`config.mk`:
```
export PLATFORM = sky130hd
export DESIGN_NAME = bcd_tuned_dds_word_flat
export DESIGN_NICKNAME = d
export VERILOG_FILES = /design/src/bcdtdw_pkg.sv /design/src/bcdtdw_if.sv /design/src/bcd_tuned_dds_word.sv /design/src/bcdtdw_step.sv /design/src/flat_wrapper.sv
export VERILOG_INCLUDE_DIRS = /design/src /design/src/src
export SDC_FILE = /design/constraint.sdc
export NUM_CORES = 1
export LEC_CHECK = 0
export BUFFER_PORTS_ARGS = -buffer_cell sky130_fd_sc_hd__buf_2
export CORE_ASPECT_RATIO = 2
export CORE_MARGIN = 4
export CORE_UTILIZATION = 58
export CTS_BUF_LIST = sky130_fd_sc_hd__clkbuf_8 sky130_fd_sc_hd__clkbuf_16
export CTS_CLUSTER_SIZE = 16
export DETAILED_ROUTE_END_ITERATION = 10
export PLACE_DENSITY = 0.84
export SETUP_SLACK_MARGIN = 0.3
export SKIP_CTS_REPAIR_TIMING = 1
export SLEW_MARGIN = 25
export SYNTH_ARGS = -nofsm -noshare
export SYNTH_HDL_FRONTEND = slang
export SYNTH_SLANG_ARGS = --single-unit
```
`constraint.sdc`:
```
create_clock -name clk_i -period 8.2 [get_ports clk_i]
set_input_delay 0.82 -clock clk_i [delete_from_list [all_inputs] [get_ports clk_i]]
set_output_delay 0.82 -clock clk_i [all_outputs]
set_load 0.01 [all_outputs]
```
`src/bcd_tuned_dds_word_defines.svh`:
```
// ----------------------------------------------------------------------------
// bcd tuned dds word assertion macros
// shared concurrent assertion forms, clocked on clk_i, off during reset
// ----------------------------------------------------------------------------
`ifndef BCD_TUNED_DDS_WORD_DEFINES_SVH
`define BCD_TUNED_DDS_WORD_DEFINES_SVH

// same-cycle implication
`define BCDTDW_ASSERT_NOW(label, ante, cons) \
  label: assert property (@(posedge clk_i) disable iff (!rst_ni) (ante) |-> (cons)) \
    else $error("bcd tuned dds word check failed");

// next-cycle implication
`define BCDTDW_ASSERT_NEXT(label, ante, cons) \
  label: assert property (@(posedge clk_i) disable iff (!rst_ni) (ante) |=> (cons)) \
    else $error("bcd tuned dds word check failed");

`endif

```
`src/bcdtdw_pkg.sv`:
```
`timescale 1ns / 1ps
// ----------------------------------------------------------------------------
// bcdtdw_pkg
// types and constants of the decimal tuned dds frequency word block
// ----------------------------------------------------------------------------
package bcdtdw_pkg;

  localparam int MAX_DIGITS = 10;
  localparam int DIGIT_W    = 4;
  localparam int IDX_W      = 3;
  localparam int SEL_W      = 2;
  localparam int WORD_W     = 32;
  localparam int BCD_OUT_W  = 28;

  typedef logic [DIGIT_W-1:0] digit_t;

  localparam digit_t DIGIT_MAX = 4'd9;
  localparam digit_t DIGIT_MIN = 4'd0;

  typedef enum logic [1:0] {
    STEP_NONE = 2'd0,
    STEP_UP   = 2'd1,
    STEP_DOWN = 2'd2
  } step_mode_e;

  typedef struct packed {
    step_mode_e           mode;
    logic [IDX_W-1:0]     digit_index;
  } step_req_t;

  // weight of one unit of each decade, 10 MHz first
  localparam logic [WORD_W-1:0] DECADE_WORD [MAX_DIGITS] = '{
    32'h1999_999A, 32'h028F_5C29, 32'h0041_8937, 32'h0006_8DB9, 32'h0000_A7C6,
    32'h0000_10C7, 32'h0000_01AD, 32'h0000_002B, 32'h0000_0004, 32'h0000_0000
  };

  // 10.116 MHz
  localparam digit_t RESET_DIGITS [MAX_DIGITS] = '{
    4'd1, 4'd0, 4'd1, 4'd1, 4'd6, 4'd0, 4'd0, 4'd0, 4'd0, 4'd0
  };

  localparam logic [WORD_W-1:0] IF_WORD        = 32'h04B7_F5A5;
  localparam logic [WORD_W-1:0] TX_OFFSET_WORD = 32'h0000_8638;

  localparam int SEL_IF_BIT = 0;
  localparam int SEL_TX_BIT = 1;

endpackage

```
`src/bcdtdw_if.sv`:
```
`timescale 1ns / 1ps
// ----------------------------------------------------------------------------
// bcdtdw channel interfaces
// step request, result and sideband configuration channels, valid/ready
// ----------------------------------------------------------------------------
interface bcdtdw_in_if import bcdtdw_pkg::*; ();
  logic             valid;
  logic             ready;
  logic [1:0]       mode;
  logic [IDX_W-1:0] digit_index;
  logic [SEL_W-1:0] offset_select;

  modport source (output valid, mode, digit_index, offset_select, input ready);
  modport sink   (input valid, mode, digit_index, offset_select, output ready);
endinterface

interface bcdtdw_out_if import bcdtdw_pkg::*; ();
  logic                 valid;
  logic                 ready;
  logic [WORD_W-1:0]    tuning_word;
  logic [BCD_OUT_W-1:0] frequency_bcd;

  modport source (output valid, tuning_word, frequency_bcd, input ready);
  modport sink   (input valid, tuning_word, frequency_bcd, output ready);
endinterface

interface bcdtdw_cfg_if ();
  logic valid;
  logic ready;
  logic upper_sideband;

  modport source (output valid, upper_sideband, input ready);
  modport sink   (input valid, upper_sideband, output ready);
endinterface

```
`src/bcd_tuned_dds_word.sv`:
```
`timescale 1ns / 1ps
// ----------------------------------------------------------------------------
// bcd_tuned_dds_word
// decimal tuned frequency register with dds tuning word output
// ----------------------------------------------------------------------------
// usage:
//   in_item  : step request (mode, digit_index, offset_select). each accepted
//              item yields one result; an up/down one steps the stored decimal frequency.
//   out_item : tuning_word and frequency_bcd after the step.
//   cfg_wr   : upper_sideband, always ready; write it only while idle.
// pipeline: the result passes through three register stages in order (step
//   and snapshot, decade-weighted sum, offset add/subtract). throughput: one
//   item per cycle while out_item is taken, set by the digit step loop, which
//   closes through the digit register.
// reset: frequency returns to 10.116 MHz, upper sideband is selected and
//   all stages are emptied.
// stall: while out_item is not taken it holds its item and earlier stages fill
//   behind it; in_item.ready drops only once all three stages are full.
// ----------------------------------------------------------------------------
`include "bcd_tuned_dds_word_defines.svh"

module bcd_tuned_dds_word import bcdtdw_pkg::*; #(
  parameter int NUM_DIGITS = 7
) (
  input  logic clk_i,
  input  logic rst_ni,
  bcdtdw_in_if.sink    in_item,
  bcdtdw_out_if.source out_item,
  bcdtdw_cfg_if.sink   cfg_wr
);

  localparam int BCD_ALL_W = MAX_DIGITS * DIGIT_W;

  // configuration
  logic sideband_q;

  assign cfg_wr.ready = 1'b1;

  always_ff @(posedge clk_i or negedge rst_ni) begin
    if (!rst_ni) begin
      sideband_q <= 1'b1;
    end else if (cfg_wr.valid) begin
      sideband_q <= cfg_wr.upper_sideband;
    end
  end

  // pipeline handshake
  logic s1_valid_q, s2_valid_q, out_valid_q;
  logic s1_ready, s2_ready, s3_ready;
  logic in_fire;

  assign s3_ready      = !out_valid_q || out_item.ready;
  assign s2_ready      = !s2_valid_q || s3_ready;
  assign s1_ready      = !s1_valid_q || s2_ready;
  assign in_item.ready = s1_ready;
  assign in_fire       = in_item.valid && s1_ready;

  // frequency state and step
  digit_t    digits_q [NUM_DIGITS];
  digit_t    digits_d [NUM_DIGITS];
  step_req_t step_req;

  assign step_req.mode        = step_mode_e'(in_item.mode);
  assign step_req.digit_index = in_item.digit_index;

  bcdtdw_step #(
    .NUM_DIGITS (NUM_DIGITS)
  ) u_step (
    .req_i    (step_req),
    .digits_i (digits_q),
    .digits_o (digits_d)
  );

  always_ff @(posedge clk_i or negedge rst_ni) begin
    if (!rst_ni) begin
      for (int i = 0; i < NUM_DIGITS; i++) begin
        digits_q[i] <= RESET_DIGITS[i];
      end
    end else if (in_fire) begin
      digits_q <= digits_d;
    end
  end

  // stage 1: snapshot of the stepped digits
  digit_t           s1_digits_q [NUM_DIGITS];
  logic [SEL_W-1:0] s1_sel_q;

  always_ff @(posedge clk_i or negedge rst_ni) begin
    if (!rst_ni) begin
      s1_valid_q <= 1'b0;
    end else if (s1_ready) begin
      s1_valid_q <= in_item.valid;
    end
  end

  always_ff @(posedge clk_i) begin
    if (in_fire) begin
      s1_digits_q <= digits_d;
      s1_sel_q    <= in_item.offset_select;
    end
  end

  // stage 2: decade-weighted sum and packed bcd
  logic [WORD_W-1:0]    sum_d, s2_sum_q;
  logic [BCD_ALL_W-1:0] bcd_all;
  logic [BCD_OUT_W-1:0] s2_bcd_q;
  logic [SEL_W-1:0]     s2_sel_q;

  always_comb begin
    sum_d   = '0;
    bcd_all = '0;
    for (int i = 0; i < NUM_DIGITS; i++) begin
      sum_d = sum_d + WORD_W'(WORD_W'(s1_digits_q[i]) * DECADE_WORD[i]);
      bcd_all[(NUM_DIGITS - 1 - i) * DIGIT_W +: DIGIT_W] = s1_digits_q[i];
    end
  end

  always_ff @(posedge clk_i or negedge rst_ni) begin
    if (!rst_ni) begin
      s2_valid_q <= 1'b0;
    end else if (s2_ready) begin
      s2_valid_q <= s1_valid_q;
    end
  end

  always_ff @(posedge clk_i) begin
    if (s2_ready && s1_valid_q) begin
      s2_sum_q <= sum_d;
      s2_bcd_q <= bcd_all[BCD_OUT_W-1:0];
      s2_sel_q <= s1_sel_q;
    end
  end

  // stage 3: offsets, added on upper sideband, subtracted on lower
  logic [WORD_W-1:0]    offset;
  logic [WORD_W-1:0]    word_d, word_q;
  logic [BCD_OUT_W-1:0] bcd_q;

  assign offset = (s2_sel_q[SEL_IF_BIT] ? IF_WORD : '0)
                + (s2_sel_q[SEL_TX_BIT] ? TX_OFFSET_WORD : '0);
  assign word_d = sideband_q ? (s2_sum_q + offset) : (s2_sum_q - offset);

  always_ff @(posedge clk_i or negedge rst_ni) begin
    if (!rst_ni) begin
      out_valid_q <= 1'b0;
    end else if (s3_ready) begin
      out_valid_q <= s2_valid_q;
    end
  end

  always_ff @(posedge clk_i) begin
    if (s3_ready && s2_valid_q) begin
      word_q <= word_d;
      bcd_q  <= s2_bcd_q;
    end
  end

  assign out_item.valid         = out_valid_q;
  assign out_item.tuning_word   = word_q;
  assign out_item.frequency_bcd = bcd_q;

  // checks
  logic [NUM_DIGITS*DIGIT_W-1:0] digits_flat;
  logic                          no_step;

  always_comb begin
    for (int i = 0; i < NUM_DIGITS; i++) begin
      digits_flat[i * DIGIT_W +: DIGIT_W] = digits_q[i];
    end
  end

  assign no_step = (in_item.mode != STEP_UP && in_item.mode != STEP_DOWN)
                || (int'(in_item.digit_index) >= NUM_DIGITS);

  `BCDTDW_ASSERT_NEXT(a_no_step_holds_freq, in_fire && no_step, $stable(digits_flat))
  `BCDTDW_ASSERT_NEXT(a_idle_holds_freq, !in_fire, $stable(digits_flat))
  `BCDTDW_ASSERT_NEXT(a_stalled_mid_stage_holds, s2_valid_q && !s3_ready, s2_valid_q)
  `BCDTDW_ASSERT_NOW(a_full_pipe_blocks_input, s1_valid_q && s2_valid_q && out_valid_q
                     && !out_item.ready, !in_item.ready)

endmodule

```
`src/bcdtdw_step.sv`:
```
`timescale 1ns / 1ps
// ----------------------------------------------------------------------------
// bcdtdw_step
// one-unit decimal step at a chosen digit with carry/borrow toward digit 0
// ----------------------------------------------------------------------------
module bcdtdw_step import bcdtdw_pkg::*; #(
  parameter int NUM_DIGITS = 7
) (
  input  step_req_t req_i,
  input  digit_t    digits_i [NUM_DIGITS],
  output digit_t    digits_o [NUM_DIGITS]
);

  // ripple from the least significant digit up; carry out of digit 0 is dropped
  always_comb begin
    logic carry;
    logic hit;
    carry = 1'b0;
    hit   = 1'b0;
    for (int i = NUM_DIGITS - 1; i >= 0; i--) begin
      hit         = carry || (int'(req_i.digit_index) == i);
      carry       = 1'b0;
      digits_o[i] = digits_i[i];
      if (hit) begin
        case (req_i.mode)
          STEP_UP: begin
            if (digits_i[i] == DIGIT_MAX) begin
              digits_o[i] = DIGIT_MIN;
              carry       = 1'b1;
            end else begin
              digits_o[i] = digits_i[i] + 4'd1;
            end
          end
          STEP_DOWN: begin
            if (digits_i[i] == DIGIT_MIN) begin
              digits_o[i] = DIGIT_MAX;
              carry       = 1'b1;
            end else begin
              digits_o[i] = digits_i[i] - 4'd1;
            end
          end
          default: begin
            digits_o[i] = digits_i[i];
          end
        endcase
      end
    end
  end

endmodule
```
`src/flat_wrapper.sv`:
```
// flat-port wrapper written by rule: the top's interface ports become plain ports
module bcd_tuned_dds_word_flat import bcdtdw_pkg::*;
#(
  parameter int NUM_DIGITS = 7
)
  (clk_i, rst_ni, in_item_valid, in_item_mode, in_item_digit_index, in_item_offset_select, in_item_ready, out_item_valid, out_item_tuning_word, out_item_frequency_bcd, out_item_ready, cfg_wr_valid, cfg_wr_upper_sideband, cfg_wr_ready);
  bcdtdw_in_if in_item_i ();
  bcdtdw_out_if out_item_i ();
  bcdtdw_cfg_if cfg_wr_i ();
  input  logic clk_i;
  input  logic rst_ni;
  input wire logic [$bits(in_item_i.valid)-1:0] in_item_valid;
  input wire logic [$bits(in_item_i.mode)-1:0] in_item_mode;
  input wire logic [$bits(in_item_i.digit_index)-1:0] in_item_digit_index;
  input wire logic [$bits(in_item_i.offset_select)-1:0] in_item_offset_select;
  output wire logic [$bits(in_item_i.ready)-1:0] in_item_ready;
  output wire logic [$bits(out_item_i.valid)-1:0] out_item_valid;
  output wire logic [$bits(out_item_i.tuning_word)-1:0] out_item_tuning_word;
  output wire logic [$bits(out_item_i.frequency_bcd)-1:0] out_item_frequency_bcd;
  input wire logic [$bits(out_item_i.ready)-1:0] out_item_ready;
  input wire logic [$bits(cfg_wr_i.valid)-1:0] cfg_wr_valid;
  input wire logic [$bits(cfg_wr_i.upper_sideband)-1:0] cfg_wr_upper_sideband;
  output wire logic [$bits(cfg_wr_i.ready)-1:0] cfg_wr_ready;
  assign in_item_i.valid = in_item_valid;
  assign in_item_i.mode = in_item_mode;
  assign in_item_i.digit_index = in_item_digit_index;
  assign in_item_i.offset_select = in_item_offset_select;
  assign in_item_ready = in_item_i.ready;
  assign out_item_valid = out_item_i.valid;
  assign out_item_tuning_word = out_item_i.tuning_word;
  assign out_item_frequency_bcd = out_item_i.frequency_bcd;
  assign out_item_i.ready = out_item_ready;
  assign cfg_wr_i.valid = cfg_wr_valid;
  assign cfg_wr_i.upper_sideband = cfg_wr_upper_sideband;
  assign cfg_wr_ready = cfg_wr_i.ready;
  bcd_tuned_dds_word #(.NUM_DIGITS(NUM_DIGITS)) u_core (.clk_i(clk_i), .rst_ni(rst_ni), .in_item(in_item_i), .out_item(out_item_i), .cfg_wr(cfg_wr_i));
endmodule
```
==> metrics.txt <==
Core ar. 30740 um2; Synth Area in Simple Gates 6.825%; count leader, synth inv_1; Worst-path clk slew ~0.08 ns; Clock Skew ~0.015 ns; Synth cell types 76; post-synthesis compound-gate area fraction between 10% and 20%; vias per cell 5.781; Async SR Flop Fraction 17.39%; Layout area overhead 12.46%; Mapped Nets 2147; Ant. Diodes 0; Port Buffers between 70 and 80; RSZ-0062 raised after global routing true; I/O Pins 76; xor/xnor cell area share of the yosys netlist approximately 4.2%; Area contributors post-synth edfxtp_1 25%, fa_1 20%, ha_1 18%; post-synth top area cell edfxtp_1; vias roughly 13k; setup TNS 0 ns; worst-path fanout max 4; Critical R2R Capture u_core.s2_sum_q[28]; reg2reg start u_core.bcd_all[27]; Die Span Y ~260 um; grt met1 use 24.26%; post-synthesis register bit count between 150 and 200; Total Routing Usage GR ~25%; Synth top cells by count 351 x inv_1, 261 x ha_1, 177 x fa_1; Final min period just under 8 ns; Tcrit/Tclk final 96.78%; fraction of layout cells with a size suffix above 1 ~14%; share of the synthesized area in the top cell type between 20% and 30%; Sink Count 184; final hold slack about 0.26 ns; DIE AREA 34060 um2; Buf/Inv on CP 3; WL final between 40000 and 50000 um; drt wl/cell 20.12 um; grt met2 use roughly half; initial antenna violation count 0; Mapped Avg Cell Area around 11 um2; Place WS -0.07117 ns; Row Count around 90; # setup viols final 0; Detail Route Antenna Nets 0; Initial Util between 50% and 60%; worst min path class primary input to async pin; Worst Tran Pin Value around 0.95 ns; crit end category flip-flop; CP arrival 8.15 ns; Post-Syn Area between 15000 and 20000 um2; H-Tree Depth 4; Req. time, crit path 8.41 ns; Die Wd between 100 and 150 um; CP top delay family adder cells; mux contribution to synthesized area 1.190%; final hold vios 0; Initial DRT Pass Iterations 5; met3 GRT Util around 3.2%; Clk Latency, worst-skew pair roughly 0.47 ns; Peak Freq 126.0 MHz; clock root cell clkbuf_16; slack of the critical path 0.2637 ns; first-pass GRT wire length a little under 70000 um; Post-Synth Adder-Cell Area between 30% and 40%; via count of the first global-routing pass ~13k; Slew headroom between 30% and 40%; status complete, no violations; pin count of the biggest net entering global routing 63; total of max-cap violations 0; CTS max path bufs 2; GRT busiest layer met2; post-layout net count 2271; grt ovf 0; Critical Path Max Stage Delay 0.52 ns; CTS tree done; register area about 5400 um2; dpl hpwl around 35000 um; Post-synth EDFFs about 150; RD Place Congestion approximately 0.99; total CTS buffers 17; filler cell count 2287; Critical-path top delay cell fa_2; area occupied by multi-input gates between 10000 and 15000 um2; R2R depth 26; startpoint types flip-flop; cell mode on critical path fa_1; critical path class flip-flop to flip-flop; sequential element share of the synthesized area 29.87%; Cells after Synth about 1.7k; DR iter-0 viols between 600 and 700; Yosys warning count 0; Synth Flop Type edfxtp_1; largest family of logic cells by synthesized area adder cells; FF-to-FF setup slack approximately 0.26 ns; Slew Limit Fails 0; DRC violations left 0
-- state kept, by name (all words and copies together), names as in the netlist --
signal / count
u_core.s1_sel_q: 2
u_core.s2_sel_q: 2
u_core.s2_valid_q: 1
u_core.bcd_all: 28
u_core.sideband_q: 1
u_core.s2_sum_q: 32
u_core.out_item.tuning_word: 32
u_core.s1_valid_q: 1
u_core.s2_bcd_q: 28
u_core.out_item.frequency_bcd: 28
u_core.out_item.valid: 1
u_core.digits_flat: 28
-- placed cells by master, fill, tap and decap left out, types with 9 or more instances in the layout --
cell and n:
a21o_1 32, a21oi_1 102, a31oi_1 9, buf_2 74, buf_4 52, clkbuf_16 17, dfrtp_1 26, edfxtp_1 152
fa_1 173, ha_1 241, ha_4 18, inv_1 348, mux2_2 13, nand2_1 58, nand2b_1 14, nand3_1 31
nor2_1 87, nor2b_1 14, nor3_1 9, o21a_1 15, o21ai_0 57, o21bai_1 18, o22ai_1 9, xnor2_1 64
xor2_1 17
-- worst max-delay path by stage --
| stage | depth (start not counted) | to | slack (ns) | from |
|---|---|---|---|---|
| 3_3_place_gp | 27 | u_core.s2_sum_q[31] | -0.02 | u_core.bcd_all[10] |
| 5_1_grt | 27 | u_core.s2_sum_q[28] | -0.01 | u_core.bcd_all[10] |
| 4_1_cts | 27 | u_core.s2_sum_q[31] | -0.11 | u_core.bcd_all[10] |
| 3_5_place_dp | 31 | u_core.s2_sum_q[31] | -0.07 | u_core.bcd_all[10] |
| 6_report | 26 | u_core.s2_sum_q[28] | 0.26 | u_core.bcd_all[27] |
| 2_1_floorplan | 26 | u_core.s2_sum_q[28] | 0.45 | u_core.bcd_all[25] |
-- layout make-up --
cell class	instances	area share, %
inverters	351	6.514
flip-flops and latches	184	26.56
clock buffers	17	2.103
repair buffers	131	4.083
clock inverters	15	0.6619
multi-input cells	1135	57.77
well taps	372	2.301
-- stage by stage --
stage	util, %	area (um2)	cells
finish	65.79	20230	2205
global route	65.79	20230	2205
CTS	63.64	19560	2187
detailed placement	61.82	19000	2155
global placement	61.82	19000	2155
floorplan	-	17980	1696
-- kinds of logic after synthesis --
| family | Yosys count |
|---|---|
| adder cells (fa/ha/maj) | 438 |
| buffers and inverters | 377 |
| XOR/XNOR | 86 |
| multiplexers | 19 |
| AND/OR/NAND/NOR | 256 |
| other | 1 |
| flip-flops | 184 |
| AO/OA/AOI/OAI | 335 |
-- layer usage --
metal / vias to the layer above / wire (um) / share of wire (%)
met1: 6227 / 14750 / 33
met3: 177 / 1446 / 3.3
met4: 0 / 3598 / 8.1
met2: 402 / 24570 / 55
li1: 5941 / - / -
met5: - / 0 / 0
-- worst reg2reg max path, cell delays in order (launching register included) --
cell and delay, ns:
edfxtp_1 0.51, ha_4 0.30, ha_4 0.24, ha_4 0.17
fa_2 0.40, a21o_1 0.22, a21oi_4 0.18, xnor2_2 0.15
fa_2 0.46, fa_1 0.51, inv_1 0.05, fa_2 0.52
fa_1 0.43, fa_1 0.52, fa_1 0.52, inv_1 0.05
fa_1 0.45, ha_2 0.21, buf_6 0.12, a2111oi_4 0.37
o31ai_4 0.15, o221ai_2 0.23, o211ai_1 0.19, a211oi_2 0.33
o21bai_1 0.12, a21o_1 0.17, xor2_1 0.13
Power is not shown: default switching activity piles up to over one toggle a cycle in this logic, so the estimate is an artifact.
